**src/rtl/ccs_pkg.sv**
```systemverilog
// ----------------------------------------------------------------------------
// ccs_pkg
// shared widths, register indexes, types and divider step
// ----------------------------------------------------------------------------
package ccs_pkg;

  localparam int FRAC_BITS = 8;
  localparam int VAL_W     = 16;
  localparam int IDX_W     = 10;
  localparam int COORD_W   = 24;
  localparam int SCALE_W   = 16;
  localparam int QUO_W     = FRAC_BITS + 1;
  localparam int REM_W     = VAL_W + 1;
  localparam int G_W       = IDX_W + FRAC_BITS + 1;
  localparam int PROD_W    = G_W + SCALE_W;
  localparam int SUM_W     = PROD_W - FRAC_BITS + 2;
  localparam int STEPS_PER_STAGE = 3;
  localparam int DIV_STAGES = (QUO_W + STEPS_PER_STAGE - 1) / STEPS_PER_STAGE;
  localparam int QUEUE_DEPTH = 4;

  localparam int CFG_IDX_W  = 3;
  localparam int CFG_DATA_W = COORD_W;
  localparam logic [CFG_IDX_W-1:0] REG_ORIGIN_X = 3'd0;
  localparam logic [CFG_IDX_W-1:0] REG_ORIGIN_Y = 3'd1;
  localparam logic [CFG_IDX_W-1:0] REG_SCALE_X  = 3'd2;
  localparam logic [CFG_IDX_W-1:0] REG_SCALE_Y  = 3'd3;
  localparam logic [CFG_IDX_W-1:0] REG_DASH     = 3'd4;

  typedef struct packed {
    logic signed [COORD_W-1:0] origin_x;
    logic signed [COORD_W-1:0] origin_y;
    logic [SCALE_W-1:0]        scale_x;
    logic [SCALE_W-1:0]        scale_y;
    logic signed [VAL_W-1:0]   dash_threshold;
  } cfg_t;

  // one classified cell: per-side division operands and point order
  typedef struct packed {
    logic [3:0][VAL_W-1:0] num;
    logic [3:0][VAL_W-1:0] den;
    logic [3:0][1:0]       pt;
    logic                  two_seg;
    logic                  dashed;
    logic [IDX_W-1:0]      col;
    logic [IDX_W-1:0]      row;
  } job_t;

  typedef struct packed {
    logic [REM_W-1:0] rem;
    logic [QUO_W-1:0] quo;
  } div_t;

  // one restoring step: compare, subtract, shift remainder
  function automatic div_t div_step(input div_t s, input logic [VAL_W-1:0] d);
    div_t r;
    r = s;
    if (s.rem >= {1'b0, d}) begin
      r.rem = s.rem - {1'b0, d};
      r.quo = {s.quo[QUO_W-2:0], 1'b1};
    end else begin
      r.quo = {s.quo[QUO_W-2:0], 1'b0};
    end
    r.rem = {r.rem[REM_W-2:0], 1'b0};
    return r;
  endfunction

endpackage

```
**src/rtl/ccs_fifo.sv**
```systemverilog
// ----------------------------------------------------------------------------
// ccs_fifo
// short job queue between classifier and datapath
// ----------------------------------------------------------------------------
module ccs_fifo (
  input  logic          clk,
  input  logic          rst,
  input  logic          wr_valid,
  output logic          wr_ready,
  input  ccs_pkg::job_t wr_data,
  output logic          rd_valid,
  input  logic          rd_ready,
  output ccs_pkg::job_t rd_data
);

  localparam int PTR_W = $clog2(ccs_pkg::QUEUE_DEPTH);

  ccs_pkg::job_t      mem [ccs_pkg::QUEUE_DEPTH];
  logic [PTR_W-1:0]   wr_ptr;
  logic [PTR_W-1:0]   rd_ptr;
  logic [PTR_W:0]     count;
  logic               push;
  logic               pop;

  assign wr_ready = count != (PTR_W+1)'(ccs_pkg::QUEUE_DEPTH);
  assign rd_valid = count != '0;
  assign push     = wr_valid && wr_ready;
  assign pop      = rd_valid && rd_ready;
  assign rd_data  = mem[rd_ptr];

  always_ff @(posedge clk) begin
    if (rst) begin
      wr_ptr <= '0;
      rd_ptr <= '0;
      count  <= '0;
    end else begin
      if (push) wr_ptr <= wr_ptr + 1'b1;
      if (pop)  rd_ptr <= rd_ptr + 1'b1;
      if (push && !pop) count <= count + 1'b1;
      else if (pop && !push) count <= count - 1'b1;
    end
  end

  always_ff @(posedge clk) begin
    if (push) mem[wr_ptr] <= wr_data;
  end

endmodule

```
**config.mk**
```make
export PLATFORM = sky130hd
export DESIGN_NAME = ccs_fifo
export DESIGN_NICKNAME = d
export VERILOG_FILES = /design/src/rtl/ccs_pkg.sv /design/src/rtl/ccs_fifo.sv
export SDC_FILE = /design/constraint.sdc
export NUM_CORES = 1
export LEC_CHECK = 0
export ABC_CLOCK_PERIOD_IN_PS = 11600
export BUFFER_PORTS_ARGS = -buffer_cell sky130_fd_sc_hd__buf_2
export CORE_ASPECT_RATIO = 0.6
export CORE_MARGIN = 4
export CORE_UTILIZATION = 40
export CTS_BUF_LIST = sky130_fd_sc_hd__clkbuf_2 sky130_fd_sc_hd__clkbuf_4 sky130_fd_sc_hd__clkbuf_8
export DETAILED_ROUTE_END_ITERATION = 10
export GPL_TIMING_DRIVEN = 0
export HOLD_SLACK_MARGIN = 0.05
export PLACE_DENSITY = 0.61
export SETUP_SLACK_MARGIN = 0.2
export SYNTH_ARGS = -nofsm -noshare
export SYNTH_HDL_FRONTEND = slang
export SYNTH_SLANG_ARGS = --single-unit
```
**constraint.sdc**
```tcl
create_clock -name clk -period 11.6 [get_ports clk]
set_input_delay 3.48 -clock clk [delete_from_list [all_inputs] [get_ports clk]]
set_output_delay 3.48 -clock clk [all_outputs]
set_load 0.01 [all_outputs]
```
==> results by stage <==
Power and ir drop:
- Summed over all nets, the switching power comes to 1.65 mW.
- The share of total power dissipated in sequential elements is 0.470.
- The switching portion of total power is 0.272.
- VDD sags by at most 114 uV.
- Cell internal power was estimated by the tool at 4.43 mW.
- For this design the ratio of total power to cell area is 218 mW/mm2.
- The share of total power in the clock network is 0.284.
- The portion of total power attributed to combinational logic is 0.245.
- In this run the static leakage power is 9.33 nW.

Die:
- During I/O placement, the number of pins put on the boundary was 322.
- The floorplan die height is 195 um.
- The floorplan die area is 0.0622 mm2.
- After floorplanning, the core was divided into 68 placement rows.
- The initial utilization of the core area, before any placement, comes to 0.405.
- The placeable core area is 0.0575 mm2.
- The width of the chip is 319 um.

Final layout:
- For this run, the post-layout net count is 1468.
- The most common library cell in the layout ignoring fill and taps is edfxtp_1.
- Of the cells placed in the final design, the portion with a size suffix greater than 1 is 0.488.
- The library cells used most frequently in the layout, excluding fill and tap cells, are edfxtp_1, buf_2, mux4_2.
- The layout overhead on the synthesized area is 20.0%.

CTS:
- The master cell of the clock root buffer is clkbuf_8.
- The number of H-tree levels is 3.
- The buffer count from post-CTS setup fixing is 0.
- The clock latency on the worst-skew pair is 660 ps.
- Counting every sink on the clock net gives 641.
- No sink is reached through more buffers than the 3 on the longest clock path.
- The clock slew at the register clock pins of the worst setup and hold paths is 60 ps.
- Buffers inserted to repair hold after CTS numbered 0.
- The number of buffers inserted during clock tree synthesis is 93.
- The TritonCTS clock tree is done.
- The number of gates given a new drive strength after cts is 0.

Logic synthesis:
- The largest total area in the synthesized netlist belongs to edfxtp_1.
- The number of warnings reported in the yosys synthesis log is 0.
- Averaged over all synthesized cells, the footprint is 26.6 um2.
- Synthesis instantiated 22 different standard cells from the library.
- The post-synth design cell area is 0.0233 mm2.
- The number of cells produced by synthesis is 874.
- The synthesized net count is 1042.
- The synthesized design contains 632 enable-type register cells.
- In the post-synthesis netlist, the biggest area contributors are edfxtp_1, mux4_2, dfxtp_1.
- After synthesis, the share of flip-flops with an asynchronous set or reset is 0.
- For this run, the register share of the synthesized area comes to 0.823.
- The area share of the largest cell type after synthesis is 0.816.
- In the synthesized netlist the dominant register cell turns out to be edfxtp_1.
- In this run, synthesis produced a sequential element count of 641.

Worst setup path:
- Counting stages on the worst path, the most repeated cell is buf_2.
- The worst setup path is launched from a flip-flop.
- The type of the worst setup path is reg2out.
- The worst endpoint data arrival time is 3010 ps.
- The critical path goes through buf_2 > clkbuf_1 > buf_2 > mux4_2 > buf_2.
- The slowest stage cell on the critical path is clkbuf_1.
- The endpoint type of the worst setup path is an output pin.
- The critical path's largest stage delay is 800 ps.
- The maximum fanout encountered on the critical timing path is 10.
- The top cell family by delay on the critical path is buffers and inverters.
- The critical path contains buffers and inverters numbering 4 combined.
- Data on the critical path is required at its endpoint by 8120 ps.

Drt:
- After detailed routing, the average wire length per cell comes to 22.1 um.
- For this run, design rule violations remaining after detail routing come to 0.
- The count of vias placed by the detailed router is 10625.
- The number of iterations in the first detailed-routing pass is 4.
- The post-detailed-routing wire length is 47300 um.
- The residual antenna-violating net count after detailed routing is 0.
- For this block, the initial DRC count from the detailed router was 768.
- Using the TritonRoute via totals, the vias-per-cell ratio works out to 4.98.

Min path:
- The tightest min-delay check is of the reg2reg type.

Global routing:
- The overall global routing resource usage is 0.152.
- After global routing the overflow that remains totals 0.
- The number of antenna violations at the first check in global routing was 9.
- The global-route wire length before repair is 71300 um.
- The number of global-route vias before repair came to 11312.
- The pin count of the biggest net entering global routing is 57.

STA:
- For the pin with the worst max-slew slack, the measured transition is 1040 ps.
- Setup repair after global routing left no endpoint under its margin.
- After routing, the total negative slack on setup checks comes to 0 ps.
- The headroom to the max-slew limit is 0.309.
- Clock skew on the completed layout was measured at 26.7 ps.
- Of the available clock period, the critical path in the final layout requires 0.559.
- The worst hold slack is 526 ps.
- The number of hold violations in the final report is 0.
- After layout, the minimum clock period comes to 6490 ps.
- The number of setup violations in the final report is 0.
- The worst path setup slack after routing is 5110 ps.
- The number of max-slew violations in the final report is 0.
- The timing-limited maximum frequency is 0.154 GHz.

Run status:
- The flow ran to the end, and the final reports show no timing, DRC or antenna violations.

Flow run:
- The number of maximum-capacitance violations is 0.

Placement:
- At the placement stage, the worst setup path has a slack of 5630 ps.
- The final estimated routing congestion in global placement is 0.701.
- Summed over all nets, the half-perimeter wirelength after detailed placement is 29800 um.
- The count of input and output buffers is 320.
-- worst register-to-register path, stage by stage (launching register included) --
cell and delay (ps):
dfxtp_1 480, nor2_1 110, a21boi_2 380, and2_4 780, buf_16 360, buf_16 330
-- flip-flops by register name, summed over array words and instances, names as in the netlist, named ones only --
| register | cells |
|---|---|
| mem | 632 |
| count | 3 |
| rd_ptr | 2 |
| wr_ptr | 2 |
-- final cells by class --
class | count | area (um2)
Fill cell | 4743 | 29600
Sequential cell | 641 | 19200
Multi-Input combinational cell | 193 | 3840
Timing Repair Buffer | 331 | 1900
Clock buffer | 122 | 1510
Tap cell | 770 | 963
Buffer | 37 | 273
Clock inverter | 35 | 253
Inverter | 3 | 11.3
Antenna cell | 2 | 5.00
-- power groups by stage --
| stage | clock network, mW | registers, mW | logic [mW] |
|---|---|---|---|
| after floorplan | 0 | 2.93 | 0.935 |
| after global placement | 0 | 2.98 | 1.50 |
| after detailed placement | 0 | 2.91 | 1.54 |
| after CTS | 1.79 | 2.86 | 1.55 |
| after global routing | 1.90 | 2.88 | 1.62 |
| final | 1.73 | 2.86 | 1.49 |
-- logic make-up after synthesis --
group           synth area share
flops                      0.823
simple gates             0.00360
mux                        0.154
xor+xnor                 0.00151
buf+inv                   0.0122
compound gates           0.00161
fa+ha+maj                0.00355
-- per-layer routing --
layer,share of wire,GRT usage,wire [um],vias to the layer above
met1,0.44,0.213,20600,5582
met4,0.015,0.0413,708,14
met3,0.075,0.0508,3550,71
li1,-,-,-,4651
met2,0.47,0.230,22300,307
met5,0.0016,0,77,-
-- metrics by stage --
stage / std cells / total power [mW] / instance area [um2] / util
5_1_grt: 2133 / 6.40 / 27900 / 0.485
3_3_place_gp: 1964 / 4.47 / 25800 / 0.449
4_1_cts: 2132 / 6.20 / 27900 / 0.485
2_1_floorplan: 874 / 3.87 / 23300 / -
6_report: 2134 / 6.08 / 27900 / 0.485
3_5_place_dp: 1975 / 4.45 / 26100 / 0.455
-- cell usage after synthesis, drive strengths merged (3+ instances only) --
library cell	instances
mux4	158
nor2	8
buf	32
dfxtp	9
xor2	4
ha	5
clkbuf	5
edfxtp	632
and2	4
inv	3
-- worst paths after layout --
check	cells past startpoint	to	startpoint	slack (ps)
max	5	rd_data[71]	flip-flop	5110
min	2	wr_ptr[1]	wr_ptr[1]	530
max reg2reg	5	mem[2][79]	count[0]	8740
min reg2reg	2	wr_ptr[1]	wr_ptr[1]	530
No activity file was read; power rests on OpenSTA's default activity.
