## src/rtl/ccs_pkg.sv

```systemverilog
// ----------------------------------------------------------------------------
// ccs_pkg
// shared widths, register indexes, types and divider step
// ----------------------------------------------------------------------------
package ccs_pkg;

  localparam int FRAC_BITS = 8;
  localparam int VAL_W     = 16;
  localparam int IDX_W     = 10;
  localparam int COORD_W   = 24;
  localparam int SCALE_W   = 16;
  localparam int QUO_W     = FRAC_BITS + 1;
  localparam int REM_W     = VAL_W + 1;
  localparam int G_W       = IDX_W + FRAC_BITS + 1;
  localparam int PROD_W    = G_W + SCALE_W;
  localparam int SUM_W     = PROD_W - FRAC_BITS + 2;
  localparam int STEPS_PER_STAGE = 3;
  localparam int DIV_STAGES = (QUO_W + STEPS_PER_STAGE - 1) / STEPS_PER_STAGE;
  localparam int QUEUE_DEPTH = 4;

  localparam int CFG_IDX_W  = 3;
  localparam int CFG_DATA_W = COORD_W;
  localparam logic [CFG_IDX_W-1:0] REG_ORIGIN_X = 3'd0;
  localparam logic [CFG_IDX_W-1:0] REG_ORIGIN_Y = 3'd1;
  localparam logic [CFG_IDX_W-1:0] REG_SCALE_X  = 3'd2;
  localparam logic [CFG_IDX_W-1:0] REG_SCALE_Y  = 3'd3;
  localparam logic [CFG_IDX_W-1:0] REG_DASH     = 3'd4;

  typedef struct packed {
    logic signed [COORD_W-1:0] origin_x;
    logic signed [COORD_W-1:0] origin_y;
    logic [SCALE_W-1:0]        scale_x;
    logic [SCALE_W-1:0]        scale_y;
    logic signed [VAL_W-1:0]   dash_threshold;
  } cfg_t;

  // one classified cell: per-side division operands and point order
  typedef struct packed {
    logic [3:0][VAL_W-1:0] num;
    logic [3:0][VAL_W-1:0] den;
    logic [3:0][1:0]       pt;
    logic                  two_seg;
    logic                  dashed;
    logic [IDX_W-1:0]      col;
    logic [IDX_W-1:0]      row;
  } job_t;

  typedef struct packed {
    logic [REM_W-1:0] rem;
    logic [QUO_W-1:0] quo;
  } div_t;

  // one restoring step: compare, subtract, shift remainder
  function automatic div_t div_step(input div_t s, input logic [VAL_W-1:0] d);
    div_t r;
    r = s;
    if (s.rem >= {1'b0, d}) begin
      r.rem = s.rem - {1'b0, d};
      r.quo = {s.quo[QUO_W-2:0], 1'b1};
    end else begin
      r.quo = {s.quo[QUO_W-2:0], 1'b0};
    end
    r.rem = {r.rem[REM_W-2:0], 1'b0};
    return r;
  endfunction

endpackage

```

## src/rtl/ccs_front.sv

```systemverilog
// ----------------------------------------------------------------------------
// ccs_front
// classifies a cell: crossed sides, division operands, point order
// ----------------------------------------------------------------------------
module ccs_front (
  input  logic                                   clk,
  input  logic                                   rst,
  input  logic                                   in_valid,
  output logic                                   in_ready,
  input  logic [3:0][ccs_pkg::VAL_W-1:0]         corner,
  input  logic signed [ccs_pkg::VAL_W-1:0]       level,
  input  logic [ccs_pkg::IDX_W-1:0]              col,
  input  logic [ccs_pkg::IDX_W-1:0]              row,
  input  logic signed [ccs_pkg::VAL_W-1:0]       dash_threshold,
  output logic                                   job_valid,
  input  logic                                   job_ready,
  output ccs_pkg::job_t                          job
);

  function automatic logic [ccs_pkg::VAL_W-1:0] abs_diff(
    input logic signed [ccs_pkg::VAL_W-1:0] a,
    input logic signed [ccs_pkg::VAL_W-1:0] b);
    logic signed [ccs_pkg::VAL_W:0] d;
    d = {a[ccs_pkg::VAL_W-1], a} - {b[ccs_pkg::VAL_W-1], b};
    if (d < 0) d = -d;
    return d[ccs_pkg::VAL_W-1:0];
  endfunction

  logic signed [ccs_pkg::VAL_W-1:0] c [4];
  logic [3:0]             ge;
  logic [3:0]             crossing;
  logic signed [ccs_pkg::VAL_W-1:0] mx;
  logic [1:0]             imax;
  logic [1:0]             lo_side;
  logic [1:0]             hi_side;
  logic signed [ccs_pkg::VAL_W+1:0] sum;
  logic signed [ccs_pkg::VAL_W+1:0] lev4;
  ccs_pkg::job_t          job_next;

  always_comb begin
    for (int j = 0; j < 4; j++) begin
      c[j]  = corner[j];
      ge[j] = level >= c[j];
    end
    for (int s = 0; s < 4; s++) crossing[s] = ge[s] ^ ge[(s + 1) % 4];

    mx   = c[0];
    imax = 2'd0;
    for (int j = 1; j < 4; j++) begin
      if (c[j] > mx) begin
        mx   = c[j];
        imax = 2'(j);
      end
    end

    lo_side = 2'd0;
    for (int s = 3; s >= 0; s--) if (crossing[s]) lo_side = 2'(s);
    hi_side = 2'd0;
    for (int s = 0; s < 4; s++) if (crossing[s]) hi_side = 2'(s);

    sum = 18'(c[0]) + 18'(c[1]) + 18'(c[2]) + 18'(c[3]);
    lev4 = {level, 2'b00};

    job_next.num[0] = abs_diff(level, c[0]);
    job_next.den[0] = abs_diff(c[1], c[0]);
    job_next.num[1] = abs_diff(level, c[1]);
    job_next.den[1] = abs_diff(c[2], c[1]);
    job_next.num[2] = abs_diff(level, c[3]);
    job_next.den[2] = abs_diff(c[2], c[3]);
    job_next.num[3] = abs_diff(level, c[0]);
    job_next.den[3] = abs_diff(c[3], c[0]);

    job_next.two_seg = &crossing;
    if (&crossing) begin
      // saddle: walk back from the first maximum corner
      job_next.pt[0] = imax;
      job_next.pt[1] = imax - 2'd1;
      job_next.pt[2] = imax - 2'd2;
      job_next.pt[3] = imax - 2'd3;
      if (lev4 <= sum) begin
        job_next.pt[1] = imax - 2'd3;
        job_next.pt[3] = imax - 2'd1;
      end
    end else begin
      job_next.pt[0] = lo_side;
      job_next.pt[1] = hi_side;
      job_next.pt[2] = 2'd0;
      job_next.pt[3] = 2'd0;
    end
    job_next.dashed = level < dash_threshold;
    job_next.col    = col;
    job_next.row    = row;
  end

  assign in_ready = !job_valid || job_ready;

  always_ff @(posedge clk) begin
    if (rst) begin
      job_valid <= 1'b0;
    end else if (in_valid && in_ready) begin
      job_valid <= |crossing;
    end else if (job_ready) begin
      job_valid <= 1'b0;
    end
  end

  always_ff @(posedge clk) begin
    if (in_valid && in_ready) job <= job_next;
  end

endmodule

```

## config.mk

```make
export PLATFORM = sky130hd
export DESIGN_NAME = ccs_front
export DESIGN_NICKNAME = d
export VERILOG_FILES = /design/src/rtl/ccs_pkg.sv /design/src/rtl/ccs_front.sv
export SDC_FILE = /design/constraint.sdc
export NUM_CORES = 1
export LEC_CHECK = 0
export ABC_AREA = 1
export ABC_CLOCK_PERIOD_IN_PS = 37600
export BUFFER_PORTS_ARGS = -buffer_cell sky130_fd_sc_hd__buf_4
export CORE_ASPECT_RATIO = 0.8
export CORE_UTILIZATION = 57
export DETAILED_ROUTE_END_ITERATION = 8
export PLACE_DENSITY = 0.88
export SKIP_LAST_GASP = 1
export SYNTH_ARGS = -nofsm -noshare
export SYNTH_HDL_FRONTEND = slang
export SYNTH_SLANG_ARGS = --single-unit
export TNS_END_PERCENT = 1
```

## constraint.sdc

```tcl
create_clock -name clk -period 37.6 [get_ports clk]
set_clock_uncertainty 0.1 [all_clocks]
set_input_delay 5.64 -clock clk [delete_from_list [all_inputs] [get_ports clk]]
set_output_delay 5.64 -clock clk [all_outputs]
set_load 0.02 [all_outputs]
```

==> out/results.tsv, run 1 <==
metric	value	unit
status	completed	
ctsRootBufferMaster	clkbuf_16	
totalWireLength	53900	um
async_reset_ff_share	0	%
initial_utilization	58.8	%
drive_gt1_share	15.3	%
dieWidth	194	um
max-vdd-ir-drop	0.0336	mV
final_max_slew_viol_count	0	
rsz0062_at_grt	no	
cp.arrival	6.10	ns
min_path_type	reg -> reg	
p_leak	0.0102	uW
wl_per_cell	18.6	um
final_core_util	69.1	%
drt_first_pass_iters	8	
hold_viol	0	
critPathMaxFanout	2	
synth_compound_area_share	10.3	%
grt-busiest-layer	met2	
cts-resized-gates	0	
ys_ff_latch	143	
core	0.0287	mm2
numCtsBuffers	17	
slew_headroom	30.7	%
cts_buffer_depth	2	
synthAdderAreaFrac	21.0	%
synth_fp_nets	2625	
dieArea	0.0303	mm2
critPathCaptureType	primary output	
crit_type	in -> out	
synth_xor_area_share	9.34	%
die_h	156	um
io-pin-count	280	
grt_pass1_wl	82800	um
layout_min_cycle_time	11.84	ns
synth_cell_type_count	51	
port_buffers	279	
synthMuxAreaShare	0	%
rows	55	
layout_common_cells	nand2_1, inv_1, buf_4	
clock_sinks	143	
yosysWarnings	0	
synth_seq_area_share	25.4	%
gr-usage-met2	57.5	%
dp_cells	2868	
period_share	31.5	%
syn_area	0.0169	mm2
setup_tns	0	ns
clock_latency	0.44	ns
setup_violations	0	
syn_inst	2246	
vias	16600	
grt_pass1_vias	15700	
layoutNonFillerInstCount	2901	
hpwl	43900	um
worst_pin_slew	1.04	ns
synth_top_family_by_area	simple AND/OR/NAND/NOR gates	
ctsHoldBuffers	0	
power.density	44.8	mW/mm2
final_common_cell	nand2_1	
area_growth	17.6	%
place_congestion	0.969	
path_clk_slew	0.06	ns
use_met1	46.1	%
htree_levels	4	
max_freq	0.0845	GHz
drc	0	
fillerInstances	2418	
grt.met3_usage	7.65	%
antenna_found_initial	1	
drv_cap	0	
grt_max_degree	75	
grt_use_total	35.5	%
hold_ws	0.468	ns
synthSimpleGateAreaFrac	25.8	%
cp-start-kind	input pin	
detail-route-antenna-nets	0	
via_per_inst	5.73	
drt_iter0_drc	1372	
grt_overflow_total	0	
syn_avg_cell_area	7.51	um2
synth_edf_count	142	
cts_setup_buffers	0	
required	31.86	ns
synthFlopType	edfxtp_1	
cts_tree	built	
final_nets	2896	
layer usage:
metal | wire, um | vias to the layer above
li1 | - | 7939
met1 | 21500 | 7669
met2 | 24300 | 844
met3 | 6130 | 161
met4 | 2010 | 0
met5 | 0 | -
worst max-delay path, stage by stage:
cell,delay (ns)
buf_4,0.11
inv_1,0.10
nand2_1,0.09
buf_4,0.16
power by group:
part           leakage [uW]  switching [uW]  total, uW  internal, uW
Sequential          0.00139            9.55        229           220
Clock              0.000286            85.8        180          94.7
Combinational       0.00849             299        479           180
Total                0.0102             394        889           494
metrics by stage:
stage | power [uW] | area (um2) | setup WS (ns)
floorplan | 565 | 16900 | 20.74
global placement | 687 | 19200 | 25.75
detailed placement | 702 | 19200 | 25.59
CTS | 884 | 19800 | 25.76
global route | 946 | 19800 | 25.12
finish | 889 | 19800 | 25.76
registers in the layout, indices dropped and copies added, names as in the netlist:
register	flops
job_valid	1
job	142
cell usage after synthesis, types with 4 or more instances:
master	instances	area, um2
a21oi_2	4	35.0
buf_4	20	150
buf_2	5	25.0
xnor2_2	8	130
inv_1	308	1160
a21oi_1	151	756
xnor2_1	57	499
fa_1	40	801
o21ai_1	11	55.1
o21ai_0	80	400
nand3_1	137	686
nor3_1	22	110
o21bai_1	10	75.1
nand3b_1	10	75.1
a31oi_1	11	68.8
a21boi_0	7	52.6
o211ai_1	4	30.0
xor2_1	101	885
ha_1	219	2740
nand2_2	22	138
nand3_2	7	70.1
nand4_1	27	169
o21a_1	7	52.6
nand2_1	591	2220
nor2_1	181	679
o21ai_2	8	70.1
nor2_2	7	43.8
a21o_1	16	120
edfxtp_1	142	4260
logic make-up (layout without fill, tap and decap cells):
logic type      after synthesis  count (layout)
compound gates              312             312
simple gates               1022            1022
xor+xnor                    169             169
fa+ha+maj                   259             259
other cells                   0               1
buf+inv                     341             625
flops                       143             143
worst paths after layout:
path	startpoint	to	slack (ns)	cells past startpoint
worst min register to register	job_valid	job_valid	0.47	2
worst max-delay path	job_ready	in_ready	25.76	4
worst max register to register	job_valid	job[36]	35.32	2
worst min-delay path	job_valid	job_valid	0.47	2
area by class of cell:
class	count	area (um2)	area share, %
inverters	312	1170	5.91
flip-flops and latches	143	4280	21.6
multi-input cells	1762	11200	56.5
clock inverters	15	164	0.827
clock buffers	17	425	2.15
diodes	1	2.50	0.0126
repair buffers	281	2110	10.6
well taps	370	463	2.33
Power figures use the tool's default switching activity.
==> run 2: changes to the inputs <==
--- a/config.mk
+++ b/config.mk
@@ -5,8 +5,8 @@
 export SDC_FILE = /design/constraint.sdc
 export NUM_CORES = 1
 export LEC_CHECK = 0
-export ABC_AREA = 1
-export ABC_CLOCK_PERIOD_IN_PS = 37600
+export ABC_AREA = 0
+export ABC_CLOCK_PERIOD_IN_PS = 12400
 export BUFFER_PORTS_ARGS = -buffer_cell sky130_fd_sc_hd__buf_4
 export CORE_ASPECT_RATIO = 0.8
 export CORE_UTILIZATION = 57
==> constraint.sdc (replaced) <==
create_clock -name clk -period 12.4 [get_ports clk]
set_clock_uncertainty 0.1 [all_clocks]
set_input_delay 1.86 -clock clk [delete_from_list [all_inputs] [get_ports clk]]
set_output_delay 1.86 -clock clk [all_outputs]
set_load 0.02 [all_outputs]
==> run 2 against run 1 <==
Net effect: synthesized cell count fell by 22%; non-clock buffer count rose by 1; area after synthesis fell by 4.4%; largest power group unchanged.
==> out/results.tsv, run 2 <==
metric	value	unit	change
cts-resized-gates	0		unchanged
layout_min_cycle_time	9.27	ns	
syn_avg_cell_area	9.21	um2	+23%
die_h	152	um	-2.2%
hpwl	43300	um	-1.4%
port_buffers	279		unchanged
p_leak	0.00851	uW	-16%
crit_type	in -> reg		
hold_viol	0		unchanged
max-vdd-ir-drop	0.157	mV	+370%
regMostFlops	job		
switching_share	41.8	%	-2.6 points
detail-route-antenna-nets	0		unchanged
final_max_slew_viol_count	0		unchanged
drt_first_pass_iters	5		-3
async_reset_ff_share	0	%	unchanged
syn_area	0.0161	mm2	-4.4%
final_nets	2381		-18%
yosysWarnings	0		unchanged
setup_violations	0		unchanged
largest_reg_flops	142		unchanged
dieWidth	190	um	-2.2%
wl_per_cell	22.8	um	+23%
rows	54		-1.8%
worst_pin_slew	1.22	ns	+0.182 ns
placed_area	0.0184	mm2	-4.1%
htree_levels	4		unchanged
drv_cap	0		unchanged
seq_power_share	26.5	%	+0.7 points
slowest_delay	0.73	ns	+0.57 ns
yosysTopAreaCellShare	26.5	%	+1.2 points
top_regs	job x142, job_valid x1		
clock_latency	0.46	ns	+0.02 ns
grt_pass1_wl	81500	um	-1.6%
area_growth	18.1	%	
p_int	1500	uW	+200%
synth.most_common_cell	ha_1		
place_ws	2.92	ns	-22.67 ns
power	2580	uW	+190%
io-pin-count	280		unchanged
synth_seq_area_share	26.6	%	+1.2 points
power_switching	1080	uW	+170%
layout_common_cells	buf_4, ha_1, a21oi_1		
cts_buffer_depth	2		unchanged
setup_tns	0	ns	unchanged
min_path_type	reg -> reg		
cts_setup_buffers	0		unchanged
antenna_found_initial	1		unchanged
required	12.53	ns	-19.33 ns
yosys-top-cells-area	edfxtp_1, ha_1, xnor2_1		
synth_fp_nets	2128		-19%
period_share	74.8	%	
synth_edf_count	142		unchanged
ctsRootBufferMaster	clkbuf_16		
synthFlopType	edfxtp_1		
critPathMaxFanout	20		+18
final_common_cell	buf_4		
grt_use_total	37.4	%	+2.0 points
yosys.area.top_type	edfxtp_1		
syn_inst	1749		-22%
totalWireLength	54400	um	+0.81%
core	0.0275	mm2	-4.2%
dieArea	0.0289	mm2	-4.4%
numCtsBuffers	17		unchanged
ctsHoldBuffers	0		unchanged
final_core_util	69.2	%	+0.12 points
grt_overflow_total	0		unchanged
cts_tree	built		
drt_iter0_drc	1422		+3.6%
via_per_inst	6.31		+10%
clock_sinks	143		unchanged
critPathCaptureType	register		
synth_cell_type_count	84		+65%
vias	15000		-9.6%
slew_headroom	16.3	%	-14 points
cp.arrival	9.40	ns	+3.30 ns
max_freq	0.108	GHz	
ys_ff_latch	143		unchanged
path_clk_slew	0.08	ns	+0.02 ns
grt_pass1_vias	14200		-9.5%
p_clk_share	21.1	%	+0.8 points
synth_common_cells	ha_1, a21oi_1, inv_1		
fin_area	0.0190	mm2	-4.0%
cpMaxStageDelayCell	o311ai_4		
rsz0062_at_grt	no		
comb_power_share	52.4	%	-1.5 points
drc	0		unchanged
grt_max_degree	81		+8.0%
power.density	135	mW/mm2	+200%
initial_utilization	58.6	%	-0.16 points
status	completed		
timing.final.ws_setup	3.13	ns	-22.64 ns
place_congestion	1.03		+6.2%
drive_gt1_share	18.0	%	+2.7 points
cp-start-kind	input pin		
## run 2: path summary, 6_finish.rpt
path         startpoint         to  slack, ns  depth (start not counted)
min           job_valid  job_valid       0.48                          2
min reg2reg   job_valid  job_valid       0.48                          2
max           corner[1]    job[25]       3.13                         30
max reg2reg   job_valid    job[58]       9.79                          3
## run 2: cell families (layout without fill, tap and decap cells)
logic type | count (synthesis) | count (layout) | share of synthesized area (%)
compound gates | 481 | 481 | 19.8
xor+xnor | 199 | 199 | 10.8
fa+ha+maj | 259 | 259 | 22.0
buf+inv | 191 | 457 | 4.85
flops | 143 | 143 | 26.6
mux | 27 | 27 | 1.85
other cells | 0 | 1 | 0
simple gates | 449 | 449 | 14.1
## run 2: per-layer routing
layer	global-route usage, %	part of all wire (%)	vias to the layer above
met5	0	0.024	-
met4	13.7	3.6	2
met3	9.74	12	148
met2	56.6	43	877
met1	51.4	42	7063
li1	-	-	6922
## run 2: metrics by stage
stage	hold WS [ns]	cells
after floorplan	0.650	1749
after global placement	0.458	2347
after detailed placement	0.461	2347
after CTS	0.473	2379
after global routing	0.536	2379
final	0.483	2380
## run 2: critical path, delay by kind of cell
| kind | cells | cell delay (ns) |
|---|---|---|
| compound gates | 14 | 3.81 |
| xor+xnor | 1 | 0.12 |
| fa+ha+maj | 3 | 0.92 |
| buf+inv | 3 | 0.63 |
| mux | 1 | 0.41 |
| simple gates | 8 | 1.63 |
## run 2: cell type report
type / count / area, um2
Sequential cell: 143 / 4280
Antenna cell: 1 / 2.50
Clock buffer: 17 / 425
Inverter: 143 / 537
Clock inverter: 15 / 164
Fill cell: 2165 / 8460
Tap cell: 364 / 455
Multi-Input combinational cell: 1415 / 11100
Timing Repair Buffer: 282 / 2120
## run 2: power groups by stage
| stage | Combinational (uW) | Sequential, uW | Clock (uW) |
|---|---|---|---|
| after floorplan | 807 | 799 | 0 |
| final | 1350 | 684 | 543 |
| after global routing | 1460 | 692 | 556 |
| after global placement | 1280 | 691 | 0 |
| after CTS | 1320 | 686 | 544 |
| after detailed placement | 1310 | 695 | 0 |
